<file path="src/rtl/ccpi_pkg.sv">
// Package for the constant pool indexer: widths, result codes, tag decode, shared types.
`default_nettype none
package ccpi_pkg;

    localparam int OFFSET_BITS = 24;
    localparam int OUT_OFF_W   = 24;
    localparam int QDEPTH      = 4;

    localparam logic [1:0] KIND_ENTRY = 2'd0;
    localparam logic [1:0] KIND_DONE  = 2'd1;
    localparam logic [1:0] KIND_ERROR = 2'd2;

    localparam logic [7:0] TAG_UTF8      = 8'd1;
    localparam logic [7:0] TAG_INTEGER   = 8'd3;
    localparam logic [7:0] TAG_FLOAT     = 8'd4;
    localparam logic [7:0] TAG_LONG      = 8'd5;
    localparam logic [7:0] TAG_DOUBLE    = 8'd6;
    localparam logic [7:0] TAG_CLASS     = 8'd7;
    localparam logic [7:0] TAG_STRING    = 8'd8;
    localparam logic [7:0] TAG_FIELDREF  = 8'd9;
    localparam logic [7:0] TAG_METHODREF = 8'd10;
    localparam logic [7:0] TAG_IFMETHREF = 8'd11;
    localparam logic [7:0] TAG_NAMETYPE  = 8'd12;

    typedef struct packed {
        logic [1:0]           result_kind;
        logic [15:0]          slot_index;
        logic [OUT_OFF_W-1:0] byte_offset;
        logic [7:0]           entry_tag;
        logic                 is_last;
    } result_t;

    typedef struct packed {
        logic [1:0] count;
        result_t    res0;
        result_t    res1;
    } push_t;

    typedef struct packed {
        logic       legal;
        logic       utf8;
        logic       wide;
        logic [3:0] body_len;
    } tag_info_t;

    function automatic tag_info_t decode_tag(input logic [7:0] tag);
        tag_info_t info;
        info = '{legal: 1'b1, utf8: 1'b0, wide: 1'b0, body_len: 4'd0};
        unique case (tag)
            TAG_UTF8:                        info.utf8 = 1'b1;
            TAG_INTEGER, TAG_FLOAT,
            TAG_FIELDREF, TAG_METHODREF,
            TAG_IFMETHREF, TAG_NAMETYPE:     info.body_len = 4'd4;
            TAG_LONG, TAG_DOUBLE:
            begin
                info.body_len = 4'd8;
                info.wide     = 1'b1;
            end
            TAG_CLASS, TAG_STRING:           info.body_len = 4'd2;
            default:                         info.legal = 1'b0;
        endcase
        return info;
    endfunction

endpackage
`default_nettype wire

</file>
<file path="src/rtl/ccpi_in_if.sv">
// Byte stream channel: valid, ready and one pool byte per beat.
`default_nettype none
interface ccpi_in_if;
    logic       valid;
    logic       ready;
    logic [7:0] data_byte;
    logic       start_flag;

    modport source (output valid, output data_byte, output start_flag, input ready);
    modport sink   (input valid, input data_byte, input start_flag, output ready);
endinterface
`default_nettype wire

</file>
<file path="src/rtl/ccpi_out_if.sv">
// Result channel: valid, ready and one indexer result per beat.
`default_nettype none
interface ccpi_out_if;
    logic                          valid;
    logic                          ready;
    logic [1:0]                    result_kind;
    logic [15:0]                   slot_index;
    logic [ccpi_pkg::OUT_OFF_W-1:0] byte_offset;
    logic [7:0]                    entry_tag;
    logic                          is_last;

    modport source (output valid, output result_kind, output slot_index,
                    output byte_offset, output entry_tag, output is_last, input ready);
    modport sink   (input valid, input result_kind, input slot_index,
                    input byte_offset, input entry_tag, input is_last, output ready);
endinterface
`default_nettype wire

</file>
<file path="src/rtl/class_constant_pool_indexer.sv">
// Top level of the constant pool indexer: byte parser and result queue.
//
//  channel   dir  payload                                               beat
//  stream    in   data_byte[7:0] start_flag                              one pool byte
//  report    out  result_kind[1:0] slot_index[15:0] byte_offset[23:0]    one result
//                 entry_tag[7:0] is_last
//
// One byte is parsed per cycle while stream.ready is high; a byte yields 0, 1 or 2 results in the same cycle.
// Results drain at one per beat from a 4-entry queue; stream.ready holds while the
// queue has room for two results, so with report stalled the stream stalls once
// three results are waiting.
// Reset (rst_n low) and a byte with start_flag both restart parsing at offset 0.
`default_nettype none
module class_constant_pool_indexer (
    input  wire logic   clk,
    input  wire logic   rst_n,
    ccpi_in_if.sink     stream,
    ccpi_out_if.source  report
);
    localparam int OB = ccpi_pkg::OFFSET_BITS;
    localparam logic [OB-1:0] OFF_MAX = {OB{1'b1}};

    localparam logic [2:0] PH_CNT_HI = 3'd0;
    localparam logic [2:0] PH_CNT_LO = 3'd1;
    localparam logic [2:0] PH_TAG    = 3'd2;
    localparam logic [2:0] PH_LEN_HI = 3'd3;
    localparam logic [2:0] PH_LEN_LO = 3'd4;
    localparam logic [2:0] PH_SKIP   = 3'd5;
    localparam logic [2:0] PH_DONE   = 3'd6;

    logic [2:0]    phase_reg, phase_next;
    logic [15:0]   total_reg, total_next;
    logic [16:0]   slot_reg, slot_next;
    logic [15:0]   skip_reg, skip_next;
    logic [OB-1:0] off_reg, off_next;
    logic [7:0]    held_reg, held_next;

    logic [2:0]    ph_e;
    logic [15:0]   total_e;
    logic [16:0]   slot_e;
    logic [15:0]   skip_e;
    logic [OB-1:0] cur;
    logic [7:0]    held_e;
    logic [7:0]    b;
    logic [15:0]   word;
    logic [15:0]   skip_dec;
    logic [16:0]   slot_plus1;
    logic          accept;
    logic          pop;
    logic          q_room;
    logic          q_not_empty;

    ccpi_pkg::tag_info_t info;
    ccpi_pkg::result_t   res0, res1, head;
    ccpi_pkg::push_t     push;
    logic [1:0]          n_res;

    assign accept         = stream.valid && stream.ready;
    assign pop            = report.valid && report.ready;
    assign stream.ready   = q_room;

    always_comb
    begin
        b = stream.data_byte;
        if (stream.start_flag)
        begin
            ph_e    = PH_CNT_HI;
            total_e = '0;
            slot_e  = 17'd1;
            skip_e  = '0;
            cur     = '0;
            held_e  = '0;
        end
        else
        begin
            ph_e    = phase_reg;
            total_e = total_reg;
            slot_e  = slot_reg;
            skip_e  = skip_reg;
            cur     = off_reg;
            held_e  = held_reg;
        end

        off_next   = (cur == OFF_MAX) ? cur : cur + OB'(1);
        word       = {held_e, b};
        skip_dec   = (skip_e != '0) ? skip_e - 16'd1 : skip_e;
        slot_plus1 = slot_e + 17'd1;
        info       = ccpi_pkg::decode_tag(b);

        phase_next = ph_e;
        total_next = total_e;
        slot_next  = slot_e;
        skip_next  = skip_e;
        held_next  = held_e;
        n_res      = 2'd0;

        res0.result_kind = ccpi_pkg::KIND_ENTRY;
        res0.slot_index  = slot_e[15:0];
        res0.byte_offset = ccpi_pkg::OUT_OFF_W'(cur);
        res0.entry_tag   = b;
        res0.is_last     = 1'b0;
        res1             = res0;
        res1.slot_index  = slot_plus1[15:0];

        unique case (ph_e)
            PH_CNT_HI:
            begin
                held_next  = b;
                phase_next = PH_CNT_LO;
            end
            PH_CNT_LO:
            begin
                total_next = word;
                slot_next  = 17'd1;
                if (17'd1 < {1'b0, word})
                begin
                    phase_next = PH_TAG;
                end
                else
                begin
                    phase_next       = PH_DONE;
                    n_res            = 2'd1;
                    res0.result_kind = ccpi_pkg::KIND_DONE;
                    res0.slot_index  = 16'd1;
                    res0.byte_offset = ccpi_pkg::OUT_OFF_W'(off_next);
                    res0.entry_tag   = '0;
                end
            end
            PH_TAG:
            begin
                if (!info.legal)
                begin
                    phase_next       = PH_DONE;
                    n_res            = 2'd1;
                    res0.result_kind = ccpi_pkg::KIND_ERROR;
                end
                else
                begin
                    n_res      = 2'd1;
                    phase_next = info.utf8 ? PH_LEN_HI : PH_SKIP;
                    skip_next  = info.utf8 ? skip_e : 16'(info.body_len);
                    slot_next  = info.wide ? slot_e + 17'd2 : slot_plus1;
                    if (info.wide && (slot_plus1 < {1'b0, total_e}))
                    begin
                        n_res = 2'd2;
                    end
                end
            end
            PH_LEN_HI:
            begin
                held_next  = b;
                phase_next = PH_LEN_LO;
            end
            PH_LEN_LO, PH_SKIP:
            begin
                skip_next = (ph_e == PH_LEN_LO) ? word : skip_dec;
                if (skip_next != '0)
                begin
                    phase_next = PH_SKIP;
                end
                else if (slot_e < {1'b0, total_e})
                begin
                    phase_next = PH_TAG;
                end
                else
                begin
                    phase_next       = PH_DONE;
                    n_res            = 2'd1;
                    res0.result_kind = ccpi_pkg::KIND_DONE;
                    res0.byte_offset = ccpi_pkg::OUT_OFF_W'(off_next);
                    res0.entry_tag   = '0;
                end
            end
            default:
            begin
                phase_next = ph_e;
            end
        endcase

        res0.is_last = (n_res == 2'd1);
        res1.is_last = 1'b1;

        push.count = accept ? n_res : 2'd0;
        push.res0  = res0;
        push.res1  = res1;
    end

    always_ff @(posedge clk or negedge rst_n)
    begin
        if (!rst_n)
        begin
            phase_reg <= PH_CNT_HI;
            total_reg <= '0;
            slot_reg  <= 17'd1;
            skip_reg  <= '0;
            off_reg   <= '0;
            held_reg  <= '0;
        end
        else if (accept)
        begin
            phase_reg <= phase_next;
            total_reg <= total_next;
            slot_reg  <= slot_next;
            skip_reg  <= skip_next;
            off_reg   <= off_next;
            held_reg  <= held_next;
        end
    end

    ccpi_result_queue u_queue (
        .clk       (clk),
        .rst_n     (rst_n),
        .push      (push),
        .pop       (pop),
        .head      (head),
        .not_empty (q_not_empty),
        .room      (q_room)
    );

    assign report.valid       = q_not_empty;
    assign report.result_kind = head.result_kind;
    assign report.slot_index  = head.slot_index;
    assign report.byte_offset = head.byte_offset;
    assign report.entry_tag   = head.entry_tag;
    assign report.is_last     = head.is_last;
endmodule
`default_nettype wire

</file>
<file path="src/rtl/ccpi_result_queue.sv">
// Small result queue: takes up to two results per cycle, hands out one per beat.
`default_nettype none
module ccpi_result_queue (
    input  wire logic              clk,
    input  wire logic              rst_n,
    input  wire ccpi_pkg::push_t   push,
    input  wire logic              pop,
    output ccpi_pkg::result_t      head,
    output logic                   not_empty,
    output logic                   room
);
    // QDEPTH is a power of two so the pointers wrap on their own
    localparam int PTR_W = $clog2(ccpi_pkg::QDEPTH);
    localparam int CNT_W = $clog2(ccpi_pkg::QDEPTH + 1);

    ccpi_pkg::result_t mem_reg [ccpi_pkg::QDEPTH];
    logic [PTR_W-1:0]  wr_ptr_reg, wr_ptr_next;
    logic [PTR_W-1:0]  rd_ptr_reg, rd_ptr_next;
    logic [CNT_W-1:0]  count_reg, count_next;
    logic [PTR_W-1:0]  wr_ptr_plus1;

    assign wr_ptr_plus1 = wr_ptr_reg + PTR_W'(1);
    assign head         = mem_reg[rd_ptr_reg];
    assign not_empty    = (count_reg != '0);
    assign room         = (count_reg <= CNT_W'(ccpi_pkg::QDEPTH - 2));

    always_comb
    begin
        wr_ptr_next = wr_ptr_reg + PTR_W'(push.count);
        rd_ptr_next = pop ? rd_ptr_reg + PTR_W'(1) : rd_ptr_reg;
        count_next  = count_reg + CNT_W'(push.count) - CNT_W'(pop);
    end

    always_ff @(posedge clk)
    begin
        if (push.count != 2'd0)
        begin
            mem_reg[wr_ptr_reg] <= push.res0;
        end
        if (push.count == 2'd2)
        begin
            mem_reg[wr_ptr_plus1] <= push.res1;
        end
    end

    always_ff @(posedge clk or negedge rst_n)
    begin
        if (!rst_n)
        begin
            wr_ptr_reg <= '0;
            rd_ptr_reg <= '0;
            count_reg  <= '0;
        end
        else
        begin
            wr_ptr_reg <= wr_ptr_next;
            rd_ptr_reg <= rd_ptr_next;
            count_reg  <= count_next;
        end
    end
endmodule
`default_nettype wire

</file>
<file path="src/flat_wrapper.sv">
// flat-port wrapper written by rule: the top's interface ports become plain ports
module class_constant_pool_indexer_flat 
  (clk, rst_n, stream_valid, stream_data_byte, stream_start_flag, stream_ready, report_valid, report_result_kind, report_slot_index, report_byte_offset, report_entry_tag, report_is_last, report_ready);
  ccpi_in_if stream_i ();
  ccpi_out_if report_i ();
  input  wire logic clk;
  input  wire logic rst_n;
  input wire logic [$bits(stream_i.valid)-1:0] stream_valid;
  input wire logic [$bits(stream_i.data_byte)-1:0] stream_data_byte;
  input wire logic [$bits(stream_i.start_flag)-1:0] stream_start_flag;
  output wire logic [$bits(stream_i.ready)-1:0] stream_ready;
  output wire logic [$bits(report_i.valid)-1:0] report_valid;
  output wire logic [$bits(report_i.result_kind)-1:0] report_result_kind;
  output wire logic [$bits(report_i.slot_index)-1:0] report_slot_index;
  output wire logic [$bits(report_i.byte_offset)-1:0] report_byte_offset;
  output wire logic [$bits(report_i.entry_tag)-1:0] report_entry_tag;
  output wire logic [$bits(report_i.is_last)-1:0] report_is_last;
  input wire logic [$bits(report_i.ready)-1:0] report_ready;
  assign stream_i.valid = stream_valid;
  assign stream_i.data_byte = stream_data_byte;
  assign stream_i.start_flag = stream_start_flag;
  assign stream_ready = stream_i.ready;
  assign report_valid = report_i.valid;
  assign report_result_kind = report_i.result_kind;
  assign report_slot_index = report_i.slot_index;
  assign report_byte_offset = report_i.byte_offset;
  assign report_entry_tag = report_i.entry_tag;
  assign report_is_last = report_i.is_last;
  assign report_i.ready = report_ready;
  class_constant_pool_indexer u_core (.clk(clk), .rst_n(rst_n), .stream(stream_i), .report(report_i));
endmodule
</file>
<file path="config.mk">
export PLATFORM = sky130hd
export DESIGN_NAME = class_constant_pool_indexer_flat
export DESIGN_NICKNAME = d
export VERILOG_FILES = /design/src/rtl/ccpi_pkg.sv /design/src/rtl/ccpi_in_if.sv /design/src/rtl/ccpi_out_if.sv /design/src/rtl/class_constant_pool_indexer.sv /design/src/rtl/ccpi_result_queue.sv /design/src/flat_wrapper.sv
export SDC_FILE = /design/constraint.sdc
export NUM_CORES = 1
export LEC_CHECK = 0
export ABC_CLOCK_PERIOD_IN_PS = 6100
export BUFFER_PORTS_ARGS = -buffer_cell sky130_fd_sc_hd__buf_2
export CAP_MARGIN = 40
export CORE_AREA = 2 2 278 280
export DETAILED_ROUTE_END_ITERATION = 12
export DIE_AREA = 0 0 280 282
export SLEW_MARGIN = 25
export SYNTH_ARGS = -nofsm -noshare
export SYNTH_HDL_FRONTEND = slang
export SYNTH_SLANG_ARGS = --single-unit
</file>
<file path="constraint.sdc">
create_clock -name clk -period 6.1 [get_ports clk]
set_clock_uncertainty 0.2 [all_clocks]
set_input_delay 1.22 -clock clk [delete_from_list [all_inputs] [get_ports clk]]
set_output_delay 1.22 -clock clk [all_outputs]
set_load 0.05 [all_outputs]
</file>
==> impl_metrics.prom <==
# TYPE chip_impl_metric gauge
chip_impl_info{name="crit_type",value="primary input to flip-flop"} 1
chip_impl_metric{name="syn_avg_cell_area",unit="um^2"} 9.954
chip_impl_metric{name="row_count",unit=""} 101
chip_impl_metric{name="postLayoutCellArea",unit="mm^2"} 0.02037
chip_impl_metric{name="initial_drc_count",unit=""} 1632
chip_impl_metric{name="switching_power",unit="uW"} 3492
chip_impl_metric{name="p_comb_share",unit="%"} 43.5
chip_impl_metric{name="grt_use_total",unit="%"} 14.40
chip_impl_metric{name="power.switching_fraction",unit="%"} 43.06
chip_impl_metric{name="cts_buffer_depth",unit=""} 3
chip_impl_metric{name="powerDensity",unit="mW/mm^2"} 398.1
chip_impl_metric{name="grt_pass1_vias",unit=""} 14470
chip_impl_metric{name="synth_fp_nets",unit=""} 1795
chip_impl_metric{name="netlist_area",unit="mm^2"} 0.01736
chip_impl_metric{name="worst_pin_slew",unit="ns"} 0.8418
chip_impl_info{name="yosys.cell_count.top_type",value="sky130_fd_sc_hd__nand2_1"} 1
chip_impl_metric{name="coreArea",unit="mm^2"} 0.07570
chip_impl_metric{name="setup.reg_to_reg.worst_slack",unit="ns"} 0.93
chip_impl_metric{name="grt-ovfl-total",unit=""} 0
chip_impl_metric{name="route.vias.total",unit=""} 14940
chip_impl_metric{name="cell_internal_pwr",unit="uW"} 4617
chip_impl_metric{name="cts_made_buffers",unit=""} 31
chip_impl_metric{name="hold_buffers_post_cts",unit=""} 0
chip_impl_info{name="root_buffer",value="sky130_fd_sc_hd__clkbuf_16"} 1
chip_impl_metric{name="layout.cells.non_filler",unit=""} 2818
chip_impl_metric{name="routedWlPerCell",unit="um"} 20.75
chip_impl_info{name="synth_flop_cell",value="sky130_fd_sc_hd__edfxtp_1"} 1
chip_impl_metric{name="largest_register_ffs",unit=""} 204
chip_impl_metric{name="synthCells",unit=""} 1744
chip_impl_metric{name="antenna_found_initial",unit=""} 9
chip_impl_metric{name="synth.distinct_cells",unit=""} 89
chip_impl_metric{name="final_core_utilization",unit="%"} 26.91
chip_impl_metric{name="ys_seq_elements",unit=""} 295
chip_impl_metric{name="die_height",unit="um"} 282
chip_impl_metric{name="critical_path_peak_fanout",unit=""} 20
chip_impl_info{name="run_status",value="finished clean"} 1
chip_impl_metric{name="grt_start_max_net_pins",unit=""} 71
chip_impl_metric{name="route.detailed.vias_per_inst",unit=""} 5.302
chip_impl_metric{name="top_cell_type_s_share_of_synthesized_area",unit="%"} 33.21
chip_impl_info{name="holdCritPathClass",value="flip-flop to flip-flop"} 1
chip_impl_metric{name="post-cts-setup-buffers",unit=""} 0
chip_impl_metric{name="layout_worst_path_cycle_share",unit="%"} 90.46
chip_impl_metric{name="clock_sink_count",unit=""} 295
chip_impl_metric{name="area_growth_syn_to_layout",unit="%"} 17.33
chip_impl_info{name="synth_largest_area_cell",value="sky130_fd_sc_hd__edfxtp_1"} 1
chip_impl_metric{name="final_period_minus_worst_setup_slack",unit="ns"} 5.518
chip_impl_info{name="cts_tree",value="done"} 1
chip_impl_metric{name="slew_headroom",unit="%"} 43.88
chip_impl_metric{name="layout-drive-gt1-share",unit="%"} 17.73
chip_impl_metric{name="gp_congestion",unit=""} 0.9237
chip_impl_metric{name="detailedPlacementHpwl",unit="um"} 41450
chip_impl_metric{name="port_buffers",unit=""} 65
chip_impl_metric{name="power_frac_seq",unit="%"} 32.3
chip_impl_metric{name="start_util",unit="%"} 22.93
chip_impl_info{name="synth.top_cells.by_count",value="213 x sky130_fd_sc_hd__nand2_1, 192 x sky130_fd_sc_hd__edfxtp_1, 175 x sky130_fd_sc_hd__nor2_1"} 1
chip_impl_metric{name="first_pass_grt_wire_length",unit="um"} 88770
chip_impl_metric{name="placedCellCount",unit=""} 2760
chip_impl_metric{name="final-hold-violation-count",unit=""} 0
chip_impl_info{name="netlist_top_cells_area",value="sky130_fd_sc_hd__edfxtp_1 33%, sky130_fd_sc_hd__dfrtp_1 13%, sky130_fd_sc_hd__mux4_2 6.6%, sky130_fd_sc_hd__nand2_1 4.6%, sky130_fd_sc_hd__nor2_1 3.8%"} 1
chip_impl_metric{name="ant_nets",unit=""} 0
chip_impl_metric{name="placed_area",unit="mm^2"} 0.01933
chip_impl_metric{name="cts.reportedPaths.clkPinSlew",unit="ns"} 0.07
chip_impl_metric{name="synth-seq-area-share",unit="%"} 47.72
chip_impl_metric{name="max_slew_violation_count",unit=""} 0
chip_impl_metric{name="worst_path_arrival_time",unit="ns"} 5.63
chip_impl_info{name="crit_path_start_kind",value="primary input"} 1
chip_impl_metric{name="async_reset_ff_share",unit="%"} 30.85
chip_impl_info{name="timing.critical_path.to_type",value="flip-flop"} 1
chip_impl_metric{name="fin_nets",unit=""} 1866
chip_impl_metric{name="drt_first_pass_iters",unit=""} 8
chip_impl_info{name="grt_setup_unrepaired",value="no"} 1
chip_impl_metric{name="die_area",unit="mm^2"} 0.07896
chip_impl_metric{name="totalWireLength",unit="um"} 58480
chip_impl_metric{name="clk-insertion-delay-late",unit="ns"} 0.58
chip_impl_metric{name="synthesis.yosys.warnings",unit=""} 0
chip_impl_metric{name="leakagePower",unit="uW"} 0.007236
chip_impl_metric{name="achievable_frequency",unit="MHz"} 181.2
chip_impl_metric{name="synth_enable_flop_cells",unit=""} 192
chip_impl_metric{name="vdd.ir_drop.worst",unit="V"} 0.0002684
chip_impl_metric{name="post_cts_resize_count",unit=""} 0
chip_impl_metric{name="worst-endpoint-required",unit="ns"} 6.22
chip_impl_metric{name="die_w",unit="um"} 280
chip_impl_metric{name="fin_worst_hold_slack",unit="ns"} 0.2621
chip_impl_metric{name="clock_power_share",unit="%"} 24.2
chip_impl_metric{name="cts.htree.levels",unit=""} 1
chip_impl_metric{name="drv.max_cap_violation_count",unit=""} 0
chip_impl_metric{name="setup_viol",unit=""} 0
chip_impl_metric{name="top_level_ports",unit=""} 66
chip_impl_metric{name="drt_drc_violations_left",unit=""} 0
-- through the flow --
stage          power (uW)  worst slack, ns   TNS (ns)
2_1_floorplan        5122          -0.1148     -8.743
3_3_place_gp         6140          0.05818          0
3_5_place_dp         6179        -0.008922  -0.008922
4_1_cts              8139           0.5979          0
5_1_grt              8478           0.3302          0
6_report             8109           0.5818          0
-- metal layers --
layer / vias to the layer above / wire (um) / global-route usage, %
met4: 16 / 1533 / 4.429
met2: 684 / 27320 / 23.71
li1: 6717 / - / -
met5: - / 93 / 0
met1: 7401 / 24850 / 19.15
met3: 122 / 4690 / 2.652
-- worst max-delay path, stage by stage --
cell,delay (ns)
sky130_fd_sc_hd__buf_2,0.27
sky130_fd_sc_hd__clkinv_1,0.20
sky130_fd_sc_hd__buf_4,0.26
sky130_fd_sc_hd__nand2_1,0.11
sky130_fd_sc_hd__inv_1,0.12
sky130_fd_sc_hd__ha_1,0.30
sky130_fd_sc_hd__nand3_1,0.12
sky130_fd_sc_hd__nor4_1,0.35
sky130_fd_sc_hd__nor3_1,0.09
sky130_fd_sc_hd__o22ai_1,0.44
sky130_fd_sc_hd__nand3_1,0.19
sky130_fd_sc_hd__or4_1,0.49
sky130_fd_sc_hd__nor2_2,0.33
sky130_fd_sc_hd__buf_4,0.22
sky130_fd_sc_hd__mux2_2,0.33
sky130_fd_sc_hd__a221oi_1,0.30
sky130_fd_sc_hd__buf_4,0.20
sky130_fd_sc_hd__o22ai_1,0.08
-- power by group through the flow --
stage                     Combinational, uW  Sequential (uW)  Clock (uW)
after floorplan                        2670             2450           0
after global placement                 3420             2720           0
after detailed placement               3520             2660           0
after CTS                              3530             2620        1990
after global routing                   3770             2660        2050
final                                  3530             2620        1960
-- area by class of cell --
| class | instances | area, um^2 |
|---|---|---|
| multi-input combinational | 1282 | 8474 |
| inverter | 45 | 181.4 |
| sequential | 295 | 8289 |
| clock inverter | 24 | 252.7 |
| clock buffer | 33 | 783.3 |
| antenna | 1 | 2.502 |
| timing repair buffer | 160 | 1161 |
| fill | 7830 | 55330 |
| tap | 978 | 1224 |
-- final timing paths --
path                                              startpoint                             to  cells past startpoint
worst max-delay path                       stream_start_flag  u_core.u_queue.mem_reg[3][29]                     18
worst min-delay path            u_core.u_queue.mem_reg[2][0]   u_core.u_queue.mem_reg[2][0]                      1
worst max register to register            u_core.slot_reg[0]    u_core.u_queue.count_reg[2]                     20
worst min register to register  u_core.u_queue.mem_reg[2][0]   u_core.u_queue.mem_reg[2][0]                      1
max in group asynchronous                              rst_n            u_core.total_reg[0]                      2
min in group asynchronous                              rst_n            u_core.slot_reg[12]                      1
-- cells by family after synthesis --
logic type,synth area share [%]
buf+inv,4.080
flops,47.72
fa+ha+maj,2.782
mux,8.289
compound gates,16.86
simple gates,18.20
xor+xnor,2.069
-- placed cells by master, fill, tap and decap left out, types with 8 or more instances in the layout --
master	synthesis	routed
sky130_fd_sc_hd__nand2_1	213	212
sky130_fd_sc_hd__edfxtp_1	192	192
sky130_fd_sc_hd__nor2_1	175	172
sky130_fd_sc_hd__a21oi_1	114	114
sky130_fd_sc_hd__o21ai_0	112	110
sky130_fd_sc_hd__dfrtp_1	90	88
sky130_fd_sc_hd__o22ai_1	87	87
sky130_fd_sc_hd__buf_4	4	87
sky130_fd_sc_hd__buf_2	17	64
sky130_fd_sc_hd__nand3_1	62	61
sky130_fd_sc_hd__mux4_2	51	51
sky130_fd_sc_hd__nor3_1	48	45
sky130_fd_sc_hd__inv_1	43	39
sky130_fd_sc_hd__ha_1	37	34
sky130_fd_sc_hd__clkbuf_16	0	31
sky130_fd_sc_hd__nor2b_1	31	30
sky130_fd_sc_hd__a22o_1	30	30
sky130_fd_sc_hd__xnor2_1	27	27
sky130_fd_sc_hd__a31oi_1	20	20
sky130_fd_sc_hd__nand4_1	19	19
sky130_fd_sc_hd__nor4_1	19	18
sky130_fd_sc_hd__mux2_2	16	16
sky130_fd_sc_hd__xor2_1	14	14
sky130_fd_sc_hd__o211ai_1	12	12
sky130_fd_sc_hd__and3_1	12	12
sky130_fd_sc_hd__dfxtp_1	12	12
sky130_fd_sc_hd__o21a_1	11	11
sky130_fd_sc_hd__mux2i_1	11	11
sky130_fd_sc_hd__and2_1	13	11
sky130_fd_sc_hd__or4_1	9	9
sky130_fd_sc_hd__nand2b_1	8	8
sky130_fd_sc_hd__buf_12	0	8
Note: power is estimated with default switching activity, not from simulation.
